==> src/hdl/relative_uri_splitter_unescaper_defines.svh <==
// Assertion macros used by the URI splitter top level.
`ifndef RELATIVE_URI_SPLITTER_UNESCAPER_DEFINES_SVH
`define RELATIVE_URI_SPLITTER_UNESCAPER_DEFINES_SVH

// Checks that a property holds at every rising clock edge outside reset.
`define RUSU_ASSERT(lbl, prop, msg) \
	lbl: assert property (@(posedge clk) disable iff (!arst_n) (prop)) else $error(msg);

// Checks that a condition is never true at a rising clock edge outside reset.
`define RUSU_NEVER(lbl, cond, msg) \
	lbl: assert property (@(posedge clk) disable iff (!arst_n) !(cond)) else $error(msg);

`endif

==> src/hdl/rusu_pkg.sv <==
// Package with the types, codes and character helpers of the URI splitter.
`default_nettype none

package rusu_pkg;

	// Result event codes.
	localparam logic [1:0] EV_BYTE  = 2'd0;
	localparam logic [1:0] EV_PARAM = 2'd1;
	localparam logic [1:0] EV_DONE  = 2'd2;
	localparam logic [1:0] EV_ERROR = 2'd3;

	// Section codes.
	localparam logic [1:0] SEC_PATH  = 2'd0;
	localparam logic [1:0] SEC_NAME  = 2'd1;
	localparam logic [1:0] SEC_VALUE = 2'd2;
	localparam logic [1:0] SEC_FRAG  = 2'd3;

	// Error codes.
	localparam logic [1:0] ERR_NONE       = 2'd0;
	localparam logic [1:0] ERR_SYMBOL     = 2'd1;
	localparam logic [1:0] ERR_INCOMPLETE = 2'd2;
	localparam logic [1:0] ERR_HEX        = 2'd3;

	// Escape phases.
	localparam logic [1:0] ESC_NONE    = 2'd0;
	localparam logic [1:0] ESC_FIRST   = 2'd1;
	localparam logic [1:0] ESC_SECOND  = 2'd2;
	localparam logic [1:0] ESC_BAD_HI  = 2'd3;

	// Parameter phases.
	localparam logic [1:0] PP_START   = 2'd0;
	localparam logic [1:0] PP_NAMED   = 2'd1;
	localparam logic [1:0] PP_VALUE   = 2'd2;
	localparam logic [1:0] PP_DROPPED = 2'd3;

	// Characters with a special meaning.
	localparam logic [7:0] CH_QMARK   = 8'h3F;
	localparam logic [7:0] CH_HASH    = 8'h23;
	localparam logic [7:0] CH_EQUAL   = 8'h3D;
	localparam logic [7:0] CH_AMP     = 8'h26;
	localparam logic [7:0] CH_PERCENT = 8'h25;
	localparam logic [7:0] CH_PLUS    = 8'h2B;
	localparam logic [7:0] CH_SLASH   = 8'h2F;
	localparam logic [7:0] CH_SPACE   = 8'h20;

	// Most results one input byte can cause.
	localparam int unsigned MAX_RES = 3;

	typedef struct packed {
		logic [7:0] in_byte;
		logic       end_of_uri;
	} in_req_t;

	typedef struct packed {
		logic [1:0] event_res;
		logic [1:0] section;
		logic [7:0] out_byte;
		logic [1:0] error_code;
		logic       last;
	} result_t;

	// All results of one input byte, in order, with their count.
	typedef struct packed {
		result_t [MAX_RES-1:0] res;
		logic [1:0]            cnt;
	} bundle_t;

	// Returns {valid, value} for a hex digit.
	function automatic logic [4:0] hex_digit(input logic [7:0] c);
		logic [4:0] r;
		r = 5'd0;
		if (c inside {[8'h30:8'h39]}) begin
			r = {1'b1, 4'(c - 8'h30)};
		end else if (c inside {[8'h61:8'h66]}) begin
			r = {1'b1, 4'(c - 8'h57)};
		end else if (c inside {[8'h41:8'h46]}) begin
			r = {1'b1, 4'(c - 8'h37)};
		end
		return r;
	endfunction

	function automatic logic plain_ok(input logic [7:0] c, input logic [1:0] sec,
		input logic slash_frag);
		logic ok;
		ok = (c inside {[8'h30:8'h39], [8'h41:8'h5A], [8'h61:8'h7A],
			8'h2D, 8'h5F, 8'h2E, 8'h7E});
		if (c == CH_SLASH && (sec == SEC_PATH || (sec == SEC_FRAG && slash_frag))) begin
			ok = 1'b1;
		end
		return ok;
	endfunction

	function automatic logic is_delim(input logic [7:0] c, input logic [1:0] sec);
		logic d;
		case (sec)
			SEC_PATH:  d = (c == CH_QMARK) || (c == CH_HASH);
			SEC_NAME:  d = (c == CH_EQUAL) || (c == CH_AMP) || (c == CH_HASH);
			SEC_VALUE: d = (c == CH_AMP) || (c == CH_HASH);
			default:   d = 1'b0;
		endcase
		return d;
	endfunction

endpackage

`default_nettype wire

==> src/hdl/rusu_parse.sv <==
// Parser state and the single-pass step that turns one byte into its results.
`default_nettype none

module rusu_parse (
	input  wire logic              clk,
	input  wire logic              arst_n,
	input  wire rusu_pkg::in_req_t req,
	input  wire logic              accept,
	input  wire logic              slash_frag,
	output rusu_pkg::bundle_t      bundle
);

	logic [1:0] sec_q, esc_q, pp_q;
	logic [3:0] hi_q;
	logic       err_seen_q;

	logic [1:0] sec_d, esc_d, pp_d;
	logic [3:0] hi_d;
	logic       err_seen_d;

	logic [7:0] c;
	logic       eou;
	logic       b_en, p_mid, p_end;
	logic [7:0] b_val;
	logic [1:0] err;
	logic [4:0] hx;

	assign c   = req.in_byte;
	assign eou = req.end_of_uri;
	assign hx  = rusu_pkg::hex_digit(c);

	always_comb begin
		sec_d      = sec_q;
		esc_d      = esc_q;
		pp_d       = pp_q;
		hi_d       = hi_q;
		err_seen_d = err_seen_q;
		b_en       = 1'b0;
		b_val      = 8'd0;
		p_mid      = 1'b0;
		p_end      = 1'b0;
		err        = rusu_pkg::ERR_NONE;

		if (err_seen_q) begin
			// Silent until the byte that closes the URI.
		end else if (esc_q != rusu_pkg::ESC_NONE) begin
			if (rusu_pkg::is_delim(c, sec_q)) begin
				err = rusu_pkg::ERR_INCOMPLETE;
			end else if (esc_q == rusu_pkg::ESC_FIRST) begin
				if (eou) begin
					err = rusu_pkg::ERR_INCOMPLETE;
				end else begin
					hi_d  = hx[4] ? hx[3:0] : 4'd0;
					esc_d = hx[4] ? rusu_pkg::ESC_SECOND : rusu_pkg::ESC_BAD_HI;
				end
			end else if (esc_q == rusu_pkg::ESC_BAD_HI || !hx[4]) begin
				err = rusu_pkg::ERR_HEX;
			end else begin
				b_en  = 1'b1;
				b_val = {hi_q, hx[3:0]};
				esc_d = rusu_pkg::ESC_NONE;
				hi_d  = 4'd0;
			end
		end else if (sec_q == rusu_pkg::SEC_VALUE && pp_q == rusu_pkg::PP_DROPPED) begin
			// Value of a parameter with an empty name: swallowed unchecked.
			if (c == rusu_pkg::CH_AMP) begin
				sec_d = rusu_pkg::SEC_NAME;
				pp_d  = rusu_pkg::PP_START;
			end else if (c == rusu_pkg::CH_HASH) begin
				sec_d = rusu_pkg::SEC_FRAG;
				pp_d  = rusu_pkg::PP_START;
			end
		end else if (sec_q == rusu_pkg::SEC_PATH && c == rusu_pkg::CH_QMARK) begin
			sec_d = rusu_pkg::SEC_NAME;
			pp_d  = rusu_pkg::PP_START;
		end else if (sec_q == rusu_pkg::SEC_PATH && c == rusu_pkg::CH_HASH) begin
			sec_d = rusu_pkg::SEC_FRAG;
		end else if (sec_q == rusu_pkg::SEC_NAME && c == rusu_pkg::CH_EQUAL) begin
			sec_d = rusu_pkg::SEC_VALUE;
			pp_d  = (pp_q == rusu_pkg::PP_NAMED) ? rusu_pkg::PP_VALUE
				: rusu_pkg::PP_DROPPED;
		end else if ((sec_q == rusu_pkg::SEC_NAME || sec_q == rusu_pkg::SEC_VALUE) &&
			(c == rusu_pkg::CH_AMP || c == rusu_pkg::CH_HASH)) begin
			p_mid = (sec_q == rusu_pkg::SEC_NAME && pp_q == rusu_pkg::PP_NAMED) ||
				(sec_q == rusu_pkg::SEC_VALUE && pp_q == rusu_pkg::PP_VALUE);
			sec_d = (c == rusu_pkg::CH_AMP) ? rusu_pkg::SEC_NAME : rusu_pkg::SEC_FRAG;
			pp_d  = rusu_pkg::PP_START;
		end else if (c == rusu_pkg::CH_PERCENT) begin
			if (sec_q == rusu_pkg::SEC_NAME) begin
				pp_d = rusu_pkg::PP_NAMED;
			end
			if (eou) begin
				err = rusu_pkg::ERR_INCOMPLETE;
			end else begin
				esc_d = rusu_pkg::ESC_FIRST;
			end
		end else if (c == rusu_pkg::CH_PLUS &&
			(sec_q == rusu_pkg::SEC_NAME || sec_q == rusu_pkg::SEC_VALUE)) begin
			if (sec_q == rusu_pkg::SEC_NAME) begin
				pp_d = rusu_pkg::PP_NAMED;
			end
			b_en  = 1'b1;
			b_val = rusu_pkg::CH_SPACE;
		end else if (rusu_pkg::plain_ok(c, sec_q, slash_frag)) begin
			if (sec_q == rusu_pkg::SEC_NAME) begin
				pp_d = rusu_pkg::PP_NAMED;
			end
			b_en  = 1'b1;
			b_val = c;
		end else begin
			err = rusu_pkg::ERR_SYMBOL;
		end

		// A parameter still open when the URI closes is completed first.
		if (!err_seen_q && err == rusu_pkg::ERR_NONE && eou) begin
			p_end = (sec_d == rusu_pkg::SEC_NAME && pp_d == rusu_pkg::PP_NAMED) ||
				(sec_d == rusu_pkg::SEC_VALUE && pp_d == rusu_pkg::PP_VALUE);
		end
		if (err != rusu_pkg::ERR_NONE && !eou) begin
			err_seen_d = 1'b1;
		end
		if (eou) begin
			sec_d      = rusu_pkg::SEC_PATH;
			esc_d      = rusu_pkg::ESC_NONE;
			pp_d       = rusu_pkg::PP_START;
			hi_d       = 4'd0;
			err_seen_d = 1'b0;
		end
	end

	// Pack the results in order: byte or parameter end, then error or closing events.
	always_comb begin
		logic [1:0] k;
		logic [1:0] sec_end;
		k       = 2'd0;
		bundle  = '0;
		sec_end = sec_q;
		// The section after the byte's own switch, before the reset at the end.
		if (!err_seen_q) begin
			if (esc_q == rusu_pkg::ESC_NONE) begin
				if (sec_q == rusu_pkg::SEC_VALUE && pp_q == rusu_pkg::PP_DROPPED) begin
					if (c == rusu_pkg::CH_AMP) begin
						sec_end = rusu_pkg::SEC_NAME;
					end else if (c == rusu_pkg::CH_HASH) begin
						sec_end = rusu_pkg::SEC_FRAG;
					end
				end else if (sec_q == rusu_pkg::SEC_PATH && c == rusu_pkg::CH_QMARK) begin
					sec_end = rusu_pkg::SEC_NAME;
				end else if (sec_q == rusu_pkg::SEC_PATH && c == rusu_pkg::CH_HASH) begin
					sec_end = rusu_pkg::SEC_FRAG;
				end else if (sec_q == rusu_pkg::SEC_NAME && c == rusu_pkg::CH_EQUAL) begin
					sec_end = rusu_pkg::SEC_VALUE;
				end else if ((sec_q == rusu_pkg::SEC_NAME || sec_q == rusu_pkg::SEC_VALUE)
					&& (c == rusu_pkg::CH_AMP || c == rusu_pkg::CH_HASH)) begin
					sec_end = (c == rusu_pkg::CH_AMP) ? rusu_pkg::SEC_NAME
						: rusu_pkg::SEC_FRAG;
				end
			end
		end
		if (b_en) begin
			bundle.res[k] = '{rusu_pkg::EV_BYTE, sec_q, b_val, rusu_pkg::ERR_NONE, 1'b0};
			k = k + 2'd1;
		end
		if (p_mid) begin
			bundle.res[k] = '{rusu_pkg::EV_PARAM, sec_q, 8'd0, rusu_pkg::ERR_NONE, 1'b0};
			k = k + 2'd1;
		end
		if (err != rusu_pkg::ERR_NONE) begin
			bundle.res[k] = '{rusu_pkg::EV_ERROR, sec_q, 8'd0, err, 1'b0};
			k = k + 2'd1;
		end else if (eou && !err_seen_q) begin
			if (p_end) begin
				bundle.res[k] = '{rusu_pkg::EV_PARAM, sec_end, 8'd0,
					rusu_pkg::ERR_NONE, 1'b0};
				k = k + 2'd1;
			end
			bundle.res[k] = '{rusu_pkg::EV_DONE, sec_end, 8'd0, rusu_pkg::ERR_NONE, 1'b0};
			k = k + 2'd1;
		end
		if (k != 2'd0) begin
			bundle.res[k - 2'd1].last = 1'b1;
		end
		bundle.cnt = k;
	end

	always_ff @(posedge clk or negedge arst_n) begin
		if (!arst_n) begin
			sec_q      <= rusu_pkg::SEC_PATH;
			esc_q      <= rusu_pkg::ESC_NONE;
			pp_q       <= rusu_pkg::PP_START;
			hi_q       <= 4'd0;
			err_seen_q <= 1'b0;
		end else if (accept) begin
			sec_q      <= sec_d;
			esc_q      <= esc_d;
			pp_q       <= pp_d;
			hi_q       <= hi_d;
			err_seen_q <= err_seen_d;
		end
	end

endmodule

`default_nettype wire

==> src/hdl/rusu_outq.sv <==
// Two-entry queue of result bundles that hands out one result per cycle while out_stall is low.
`default_nettype none

module rusu_outq (
	input  wire logic              clk,
	input  wire logic              arst_n,
	input  wire logic              push,
	input  wire rusu_pkg::bundle_t wdata,
	output logic                   full,
	output logic                   out_valid,
	input  wire logic              out_stall,
	output rusu_pkg::result_t      out_res
);

	rusu_pkg::bundle_t mem_q [2];
	logic       wr_ptr_q, rd_ptr_q;
	logic [1:0] count_q;
	logic [1:0] idx_q;
	logic       pop_res, pop_bundle, do_push;

	assign full       = (count_q == 2'd2);
	assign out_valid  = (count_q != 2'd0);
	assign out_res    = mem_q[rd_ptr_q].res[idx_q];
	assign pop_res    = out_valid && !out_stall;
	assign pop_bundle = pop_res && (idx_q == mem_q[rd_ptr_q].cnt - 2'd1);
	// Bytes that cause no result leave nothing in the queue.
	assign do_push    = push && (wdata.cnt != 2'd0);

	always_ff @(posedge clk) begin
		if (do_push) begin
			mem_q[wr_ptr_q] <= wdata;
		end
	end

	always_ff @(posedge clk or negedge arst_n) begin
		if (!arst_n) begin
			wr_ptr_q <= 1'b0;
			rd_ptr_q <= 1'b0;
			count_q  <= 2'd0;
			idx_q    <= 2'd0;
		end else begin
			if (do_push) begin
				wr_ptr_q <= ~wr_ptr_q;
			end
			if (pop_bundle) begin
				rd_ptr_q <= ~rd_ptr_q;
				idx_q    <= 2'd0;
			end else if (pop_res) begin
				idx_q <= idx_q + 2'd1;
			end
			case ({do_push, pop_bundle})
				2'b10:   count_q <= count_q + 2'd1;
				2'b01:   count_q <= count_q - 2'd1;
				default: count_q <= count_q;
			endcase
		end
	end

endmodule

`default_nettype wire

==> src/hdl/relative_uri_splitter_unescaper.sv <==
// Top level of the relative URI splitter and percent-decoder.
`default_nettype none
`include "relative_uri_splitter_unescaper_defines.svh"

// The block takes one URI byte per request and splits the URI into path, query
// parameters (name, then value) and fragment, percent-decoding every byte and
// turning '+' into a space inside the query. Each input request yields zero to
// three result requests: a decoded byte, a parameter-complete event, and an
// error event at the first faulty byte or a done event at the byte flagged
// end_of_uri; the final result of a byte has last set. A byte is accepted every
// cycle as long as each byte yields at most one result and the receiver does not
// stall. Results leave through a single output port one per cycle while
// out_stall is low, from a two-entry queue of per-byte result bundles; in_stall
// rises only when that queue is full, so it never depends combinationally on
// out_stall. With an empty queue, the first result of a byte is offered in the
// cycle after the byte is accepted. After the first error the block stays
// silent until the end of the URI. The fragment_allows_slash register is
// written through cfg_wr_en and should only change while idle.
module relative_uri_splitter_unescaper (
	input  wire logic              clk,
	input  wire logic              arst_n,
	input  wire logic              in_valid,
	output logic                   in_stall,
	input  wire rusu_pkg::in_req_t in_req,
	output logic                   out_valid,
	input  wire logic              out_stall,
	output rusu_pkg::result_t      out_res,
	input  wire logic              cfg_wr_en,
	input  wire logic              cfg_wr_data
);

	logic              frag_slash_q;
	logic              in_accept;
	logic              q_full;
	rusu_pkg::bundle_t bundle;

	// A byte is taken whenever the result queue has room for its bundle.
	assign in_stall  = q_full;
	assign in_accept = in_valid && !q_full;

	always_ff @(posedge clk or negedge arst_n) begin
		if (!arst_n) begin
			frag_slash_q <= 1'b0;
		end else if (cfg_wr_en) begin
			frag_slash_q <= cfg_wr_data;
		end
	end

	// The parser updates its state and produces all results of the byte at once.
	rusu_parse u_parse (
		.clk        (clk),
		.arst_n     (arst_n),
		.req        (in_req),
		.accept     (in_accept),
		.slash_frag (frag_slash_q),
		.bundle     (bundle)
	);

	// The queue serializes each bundle onto the output, one result per cycle while out_stall is low.
	rusu_outq u_outq (
		.clk       (clk),
		.arst_n    (arst_n),
		.push      (in_accept),
		.wdata     (bundle),
		.full      (q_full),
		.out_valid (out_valid),
		.out_stall (out_stall),
		.out_res   (out_res)
	);

	// Only decoded bytes carry a byte value.
	`RUSU_ASSERT(a_byte_zero, out_valid && out_res.event_res != rusu_pkg::EV_BYTE |-> out_res.out_byte == 8'd0, "non-byte result carries a byte value")
	// An error code appears exactly on error events.
	`RUSU_ASSERT(a_err_code, out_valid |-> ((out_res.event_res == rusu_pkg::EV_ERROR) == (out_res.error_code != rusu_pkg::ERR_NONE)), "error code does not match event")
	// Done and error events close their byte's results.
	`RUSU_ASSERT(a_close_last, out_valid && (out_res.event_res == rusu_pkg::EV_DONE || out_res.event_res == rusu_pkg::EV_ERROR) |-> out_res.last, "closing event not marked last")
	// No byte is accepted into a full result queue.
	`RUSU_NEVER(a_no_overflow, in_accept && q_full, "request accepted into full queue")

endmodule

`default_nettype wire
==> config.mk <==
export PLATFORM = sky130hd
export DESIGN_NAME = relative_uri_splitter_unescaper
export DESIGN_NICKNAME = d
export VERILOG_FILES = /design/src/hdl/rusu_pkg.sv /design/src/hdl/rusu_parse.sv /design/src/hdl/rusu_outq.sv /design/src/hdl/relative_uri_splitter_unescaper.sv
export VERILOG_INCLUDE_DIRS = /design/src /design/src/hdl
export SDC_FILE = /design/constraint.sdc
export NUM_CORES = 1
export LEC_CHECK = 0
export ABC_AREA = 1
export BUFFER_PORTS_ARGS = -buffer_cell sky130_fd_sc_hd__buf_2
export CORE_UTILIZATION = 45
export CTS_BUF_LIST = sky130_fd_sc_hd__clkbuf_2 sky130_fd_sc_hd__clkbuf_4 sky130_fd_sc_hd__clkbuf_8
export CTS_CLUSTER_DIAMETER = 100
export CTS_CLUSTER_SIZE = 30
export DETAILED_ROUTE_END_ITERATION = 10
export HOLD_SLACK_MARGIN = 0.08
export SETUP_SLACK_MARGIN = 0.05
export SYNTH_ARGS = -nofsm -noshare
export SYNTH_HDL_FRONTEND = slang
export SYNTH_SLANG_ARGS = --single-unit
==> constraint.sdc <==
create_clock -name clk -period 5.4 [get_ports clk]
set_clock_uncertainty 0.05 [all_clocks]
set_input_delay 0 -clock clk [delete_from_list [all_inputs] [get_ports clk]]
set_output_delay 0 -clock clk [all_outputs]
set_load 0.03 [all_outputs]
### After elaboration in Yosys (flattened, before gate mapping)

Memory sizes are Yosys's and may differ from the RTL's.
Index checks and enable logic that the tools add are counted.

* input port bits: 15
* register bits: 18
* word-level logic and storage cells: 286
* RAM bits: 94
* memories: 1

* equal/unequal tests: 37
* bitwise logic cells: 2
* multiplexer cells: 149
* reduce and logical (&&, ||, !) cells: 59
* $add $sub $neg: 11
* magnitude comparators: 17

Memories
* u_outq.mem_q: depth 2, width 47, read ports 1, clocked after Yosys merged registers in 0, wr ports 1, line rusu_outq.sv:15 `rusu_pkg::bundle_t mem_q [2];`

Operators with widths (number)
* 2-to-1 mux 45 bit: 7
* bitwise mux 45 bit: 5
* demux 15 bit (select 2 bit): 4
* 2-to-1 mux 2 bit: 60
* 2-to-1 mux 8 bit: 13
* equality test 8 x 6 -> 1 bit (second input constant): 9
* 2-to-1 mux 15 bit: 4
* 2-to-1 mux 1 bit: 42
* <= comparator 8 x 7 -> 1 bit (second input constant): 4
* binary-select mux 15 bit (select 2 bit): 1
* logical AND 1 bit: 29
* 2-to-1 mux 4 bit: 7
* equality test 2 bit (second input constant): 9
* != test 3 x 2 -> 1 bit (second input constant): 6
* equality test 8 x 7 -> 1 bit (second input constant): 2
* greater-or-equal comparator 8 x 7 -> 1 bit (second input constant): 2
* nonzero test 2 bit: 8
* 2-to-1 mux 5 bit: 3
* 2-to-1 mux 13 bit: 1
* equality test 2 x 1 -> 1 bit (second input constant): 6
* < comparator 2 x 3 -> 1 bit (second input constant): 4
* AND reduction 10 bit: 1
* logical OR 1 bit: 9
* adder 2 x 1 -> 2 bit (second input constant): 4
* 22 further kinds: 35

### Depth between registers and ports, before layout

Gate-level depths: netlist of the first run.

* word-level depth: 41
* mapped depth: 31

### By module

A second synthesis of the first run with hierarchy kept.

* cells, all modules: 712
* area, all modules: 6304.8 sq um

Modules (own cells, without submodules)
* rusu_outq: instances 1, area an instance 3947.5 sq um, cells each 299, sequential area each 2972.9 sq um
* rusu_parse: instances 1, area an instance 2309.7 sq um, cells each 406, sequential area each 275.3 sq um
* relative_uri_splitter_unescaper: instances 1, area an instance 47.5 sq um, cells each 7, sequential area each 25.0 sq um

### Worst setup path before layout of the first run

No wires, ideal clock.

* kind: register -> register
* start: register u_parse.sec_q[0]
* end: memory u_outq.mem_q[0][0] (netlist name), enable pin
* setup time: 419 ps
* data arrival time: 4509 ps
* setup slack: 422 ps
* required time: 4931 ps
* clock period less this slack: 4978 ps
* cell stages (with the launch flop): 24
* buffers on the path: 0
* cell sequence: dfrtp_1 -> inv_1 -> ha_1 -> inv_1 -> nand2_1 -> nand3_1 -> nand4_1 -> nor2_1 -> nand3_1 -> nand2_1 -> nand2_1 -> nand2_1 -> nand2_1 -> nand2_1 -> nand2_1 -> a21oi_2 -> nand2_1 -> nand3_1 -> inv_1 -> fa_1 -> ha_1 -> o21ai_4 -> o21ai_4 -> nor2_1

RTL lines
* start, declared: line rusu_parse.sv:13 `logic [1:0] sec_q, esc_q, pp_q;`
* start signal, assigned: line rusu_parse.sv:188 `sec_q <= rusu_pkg::SEC_PATH;`
* end, declared: line rusu_outq.sv:15

==> flow_summary.yaml, run 1 <==
floorplan:
  die_w_microns: 106.7
  placementRows: 37
  chipHeight_microns: 106.7
  start_util_pct: 47.19
  io_pins: 32
  dieArea_sq_mm: 0.01139
  core-area_sq_mm: 0.01046
sta:
  hold_viol: 0
  slew_headroom_pct: 33.12
  worst_slack_ps: 541.4
  rsz0062_at_grt: "no"
  whs_ps: 64.46
  period_share_pct: 89.97
  drv_slew: 0
  tightest_slew_ps: 999.5
  tns_ps: 0
  fin_crit_ps: 4859
  fmax_mhz: 205.8
  setup_viol: 0
setup_path:
  ff2ff_setup_slack_ps: 540
  end_kind: "flop"
  path_max_fanout: 13
  path_buf_inv: 4
  timing.rr.start: "u_parse.sec_q[0]$_DFFE_PN0P_"
  setup.worst_path.end: "u_outq.mem_q[1][28]$_DFFE_PP_"
  rr_endpoint: "u_outq.mem_q[1][28]$_DFFE_PP_"
  crit_type: "reg -> reg"
  crit_family: "simple AND/OR/NAND/NOR gates"
  slowest_delay_ps: 510
  crit_chain: "inv_1 > ha_1 > inv_1 > nand2_1 > nand3_1 > nand4_1 > nor2_1 > nand3_1 > nand2_1 > nand2_1 > nand2_1 > nand2_1 > nand2_1 > nand2_1 > a21oi_2 > nand2_1 > nand3_1 > inv_1 > fa_1 > ha_1 > o21ai_4 > o21ai_4 > nor2_2 > buf_4"
  worst_ep_arrival_time_ps: 4870
  crit_slowest_cell: "dfrtp_1"
  crit_start: "u_parse.sec_q[0]$_DFFE_PN0P_"
  worst-path-stages: 24
  critPathRequiredTime_ps: 5410
  critPathLaunchType: "flop"
  critical_path.most_common_cell: "nand2_1"
  rr_worst_depth: 24
place:
  dp_hpwl_microns: 8570
  gp_routability_congestion: 0.8945
  pre_cts_ws_ps: 572.6
  place_inst: 739
  io_buffers: 31
  placed_cell_area_sq_mm: 0.005236
grt:
  grt_overflow: 0
  track_usage_pct: 21.84
  grt_first_pass_wirelength_microns: 19420
  first_global_vias: 3914
  use_met1_pct: 31.14
  met3_usage_pct: 3.526
  antenna_found_initial: 0
  grt_use_met2_pct: 33.87
  grt_max_degree: 33
  grt_busiest_layer: "met2"
finish:
  layout_commonest_cell: "nand2_1"
  mostFrequentLayoutCells: "nand2_1 (112), nor2_1 (81), edfxtp_1 (62)"
  regArea_sq_mm: 0.002312
  multiInputGateArea_sq_mm: 0.002296
  drive_gt1_share_pct: 17.15
  final_cell_area_sq_mm: 0.005482
  num-fill-cells: 1014
  diodes: 0
  fin_nets: 652
  final_core_util_pct: 52.39
  stdcell_count: 760
  area_growth_syn_to_layout_pct: 11.02
drt:
  avgViaCountPerCell: 5.311
  ant_nets: 0
  routed_wl_microns: 11540
  route.detailed.drc: 0
  drtIter0Drc: 296
  drtPass1Iterations: 5
  dr_total_vias: 4036
  wire_per_inst_microns: 15.18
run_status:
  status: "completed"
clocking:
  clock_tree.root_cell: "clkbuf_8"
  numCtsBuffers: 9
  postCtsResizedCells: 0
  clock_path_buffers: 2
  cts-htree-levels: 3
  cts_tree: "built"
  worstSkewPairLatency_ps: 370
  clock-sinks: 80
  clkTransAtPathRegs_ps: 90
pwr:
  p_leak_nw: 2.389
  power_per_cell_area_mw_per_mm2: 543.9
  power_mw: 2.981
  ir_worst_vdd_uv: 320.1
logic_synthesis:
  synthDistinctLibCells: 46
  synth_top_cell_by_area: "edfxtp_1"
  ys_seq_area_share_pct: 46.83
  synthFlopType: "edfxtp_1"
  synth_top_cell_area_share_pct: 37.71
  synth.avg_cell_area_sq_um: 8.527
  synth_edf_count: 62
  ys_ff_latch: 80
  synthCells: 579
  yosysWarnings: 0
  async_reset_ff_share_pct: 22.50
  synth_area_sq_mm: 0.004937
  syn-num-nets: 612
  synthTopCellsByArea: "edfxtp_1 (38%), dfrtp_1 (9.1%), nand2_1 (8.5%)"
flow_run:
  cap_violations: 0
worst_hold_path:
  hold_path_class: "in -> async"
==> cell type report <==
class,count,share of cell area (%)
multi-input combinational,417,41.89
clock buffer,11,2.534
inverter,70,4.839
sequential,80,42.18
timing repair buffer,41,4.428
clock inverter,5,1.027
tap,136,3.104
==> sequential cells by signal (all words and copies together) (netlist names), 2 cells and up <==
| register | count |
|---|---|
| u_parse.pp_q | 2 |
| u_outq.idx_q | 2 |
| u_parse.esc_q | 2 |
| u_outq.mem_q | 62 |
| u_outq.count_q | 2 |
| u_parse.sec_q | 2 |
| u_parse.hi_q | 4 |
==> report_power, final <==
part	internal, mW	total [mW]	switching (mW)
Clock	0.224	0.450	0.226
Combinational	0.409	1.48	1.07
Sequential	0.971	1.05	0.0772
==> cells by family (layout without fill, tap and decap cells) <==
| family | after synthesis | in the layout | synth area share [%] |
|---|---|---|---|
| AO/OA/AOI/OAI | 108 | 108 | 13.53 |
| XOR/XNOR | 8 | 8 | 1.419 |
| adder cells (fa/ha/maj) | 18 | 18 | 4.714 |
| buffers and inverters | 82 | 127 | 6.766 |
| flip-flops | 80 | 80 | 46.83 |
| multiplexers | 1 | 1 | 0.2281 |
| AND/OR/NAND/NOR | 282 | 282 | 26.51 |
==> worst min path at each step <==
| stage | to | slack [ps] | depth (start not counted) |
|---|---|---|---|
| 6_report | u_parse.hi_q[1]$_DFFE_PN0P_ | 60 | 2 |
| 3_5_place_dp | u_outq.rd_ptr_q$_DFFE_PN0P_ | -60 | 1 |
| 2_1_floorplan | frag_slash_q$_DFFE_PN0P_ | -350 | 0 |
| 3_3_place_gp | u_outq.rd_ptr_q$_DFFE_PN0P_ | -60 | 1 |
| 4_1_cts | u_parse.hi_q[1]$_DFFE_PN0P_ | 90 | 2 |
| 5_1_grt | u_outq.mem_q[1][5]$_DFFE_PP_ | 100 | 3 |
==> cells in the mapped netlist, types with 3 or more instances <==
master    number
nand3_1       42
o21ai_0       50
nor2_4         4
nand2_1      112
inv_1         59
o21a_1         6
clkbuf_1       7
o21ai_1        9
nand3_2        5
a21oi_1       16
nand4_1        9
o21ai_4        3
nor2_1        83
nor2_2         7
o221ai_1       6
inv_2          9
nand2_4        4
nand2_2        8
dfrtp_1       18
o22ai_1        7
edfxtp_1      62
xor2_1         7
ha_1          17
==> per-layer routing <==
layer / up-vias / wire [microns]
met4: 0 / 180
met1: 1840 / 5633
li1: 2031 / -
met3: 18 / 684
met2: 147 / 5036
met5: - / 0
==> repair_timing <==
item,4_1_cts,5_1_grt
buffers inserted,0,0
setup endpoints to repair,0,0
hold endpoints to repair,27,0
hold buffers,5,0
No activity file was read; power rests on OpenSTA's default activity.
==> run 2: changes to the inputs <==
CELL_PAD_IN_SITES_DETAIL_PLACEMENT = 0   (was default)
CELL_PAD_IN_SITES_GLOBAL_PLACEMENT = 1   (was default)
PLACE_DENSITY_LB_ADDON = 0.1   (was default)
==> flow_summary.yaml, run 2 (synthesis results as in run 1) <==
grt:
  grt_max_degree: 33
  antenna_found_initial: 0
  first_global_vias: 3801
  track_usage_pct: 21.75
  grt_first_pass_wirelength_microns: 18980
  grt_overflow: 0
sta:
  hold_viol: 0
  slew_headroom_pct: 36.25
  rsz0062_at_grt: "no"
  drv_slew: 0
  tightest_slew_ps: 952.7
  whs_ps: 82.24
  period_share_pct: 89.33
  tns_ps: 0
  fmax_mhz: 207.3
  setup_viol: 0
  fin_crit_ps: 4824
  worst_slack_ps: 576.0
drt:
  drtIter0Drc: 219
  route.detailed.drc: 0
  routed_wl_microns: 11590
  drtPass1Iterations: 5
  wl_met1_microns: 5159
  dr_total_vias: 4060
  wl_met3_microns: 448
  avgViaCountPerCell: 5.342
  dr_wl_met2_microns: 5800
  routed.top_layer: "met4"
  ant_nets: 0
  wire_per_inst_microns: 15.25
flow_run:
  cap_violations: 0
pwr:
  power.switching_mw: 1.382
  p_sw_share_pct: 47.02
  comb_power_share_pct: 51.0
  power_per_cell_area_mw_per_mm2: 537.3
  p_leak_nw: 2.376
  intPower_mw: 1.557
  power_frac_clock_pct: 13.4
  ir_worst_vdd_uv: 336.7
  pwr-share-seq_pct: 35.6
setup_path:
  ff2ff_setup_slack_ps: 580
  slowest_delay_ps: 510
  worst_ep_arrival_time_ps: 4830
  path_max_fanout: 23
  critPathLaunchType: "flop"
  critPathRequiredTime_ps: 5410
  crit_type: "reg -> reg"
  rr_endpoint: "u_outq.mem_q[0][4]$_DFFE_PP_"
  crit_chain: "inv_1 > ha_1 > inv_1 > nand2_1 > nand3_1 > nand4_1 > nor2_1 > nand3_1 > nand2_1 > nand2_1 > nand2_1 > nand2_1 > nand2_1 > nand2_1 > a21oi_2 > nand2_1 > nand3_1 > inv_1 > fa_1 > ha_1 > o21ai_4 > o21ai_4 > nor2_2 > buf_12"
  crit_slowest_cell: "dfrtp_1"
  timing.rr.start: "u_parse.sec_q[0]$_DFFE_PN0P_"
  end_kind: "flop"
  critical_path.most_common_cell: "nand2_1"
  rr_worst_depth: 24
finish:
  fin_nets: 652
  diodes: 0
  largest_register: "u_outq.mem_q"
  area_growth_syn_to_layout_pct: 10.77
  largest_register_ff_count: 62
  mostFrequentLayoutCells: "nand2_1 (112), nor2_1 (81), edfxtp_1 (62)"
  drive_gt1_share_pct: 16.83
  reg_top3: "u_outq.mem_q (62), u_parse.hi_q (4)"
  layout_commonest_cell: "nand2_1"
floorplan:
  placementRows: 37
  core-area_sq_mm: 0.01046
  die_w_microns: 106.7
  dieArea_sq_mm: 0.01139
  start_util_pct: 47.19
  chipHeight_microns: 106.7
  io_pins: 32
place:
  gp_routability_congestion: 0.8948
  io_buffers: 31
  pre_cts_ws_ps: 614.9
  dp_hpwl_microns: 8635
clocking:
  worstSkewPairLatency_ps: 360
  clkTransAtPathRegs_ps: 90
  cts_tree: "built"
  clock_tree.root_cell: "clkbuf_8"
  cts-htree-levels: 3
  numCtsBuffers: 9
  clock_path_buffers: 2
  postCtsResizedCells: 0
  clock-sinks: 80
run_status:
  status: "completed"
worst_hold_path:
  hold_path_class: "in -> async"
-- run 2: cell types whose count changed in the layout (fill, tap and decap cells not counted), sizes merged --
cell | previous run | this run
clkinv | 3 | 6
clkbuf | 11 | 9
bufinv | 1 | 0
-- run 2: worst max-delay path by stage --
stage	slack, ps	start	endpoint
final	580	u_parse.sec_q[0]$_DFFE_PN0P_	u_outq.mem_q[0][4]$_DFFE_PP_
after global placement	740	u_parse.sec_q[0]$_DFFE_PN0P_	u_outq.mem_q[0][14]$_DFFE_PP_
after global routing	240	u_parse.sec_q[0]$_DFFE_PN0P_	u_outq.mem_q[0][31]$_DFFE_PP_
after CTS	570	u_parse.sec_q[0]$_DFFE_PN0P_	u_outq.mem_q[0][31]$_DFFE_PP_
after floorplan	420	u_parse.sec_q[0]$_DFFE_PN0P_	u_outq.mem_q[0][0]$_DFFE_PP_
after detailed placement	610	u_parse.sec_q[0]$_DFFE_PN0P_	u_outq.mem_q[0][14]$_DFFE_PP_
-- run 2: power groups by stage --
stage | Clock (mW) | Sequential, mW | Combinational, mW
2_1_floorplan | 0 | 1.05 | 1.11
3_3_place_gp | 0 | 1.06 | 1.49
3_5_place_dp | 0 | 1.06 | 1.50
4_1_cts | 0.399 | 1.05 | 1.51
5_1_grt | 0.425 | 1.07 | 1.66
6_report | 0.395 | 1.05 | 1.50
-- run 2: final cells by class --
| cell class | count | area [sq um] |
|---|---|---|
| Fill cell | 1024 | 4994 |
| Sequential cell | 80 | 2312 |
| Timing Repair Buffer | 41 | 255.2 |
| Tap cell | 136 | 170.2 |
| Multi-Input combinational cell | 417 | 2296 |
| Inverter | 70 | 265.3 |
| Clock inverter | 7 | 46.29 |
| Clock buffer | 9 | 123.9 |
-- run 2: routing by layer --
layer,GRT usage (%),vias up
li1,-,2037
met1,27.88,1909
met2,37.60,97
met3,3.465,17
met4,6.849,0
met5,0,-
-- run 2: repair_timing --
item                      4_1_cts  5_1_grt
hold endpoints to repair       27        0
hold buffers                    5        0
buffers inserted                0        0
-- run 2: worst max-delay path: cells and delay by family (launching register included) --
family | cells | cell delay [ps]
DFF | 1 | 510
adders and majority gates | 3 | 1130
buffers and inverters | 4 | 600
and+or+nand+nor | 14 | 1680
AOI/OAI and AO/OA | 3 | 540
-- run 2: per-stage QoR --
step	util, %	instance area, sq um	power [mW]	std cells
finish	52.27	5469	2.939	760
global route	52.27	5469	3.151	760
CTS	52.27	5469	2.954	760
detailed placement	50.17	5249	2.558	739
global placement	50.17	5249	2.543	739
floorplan	-	4937	2.160	579
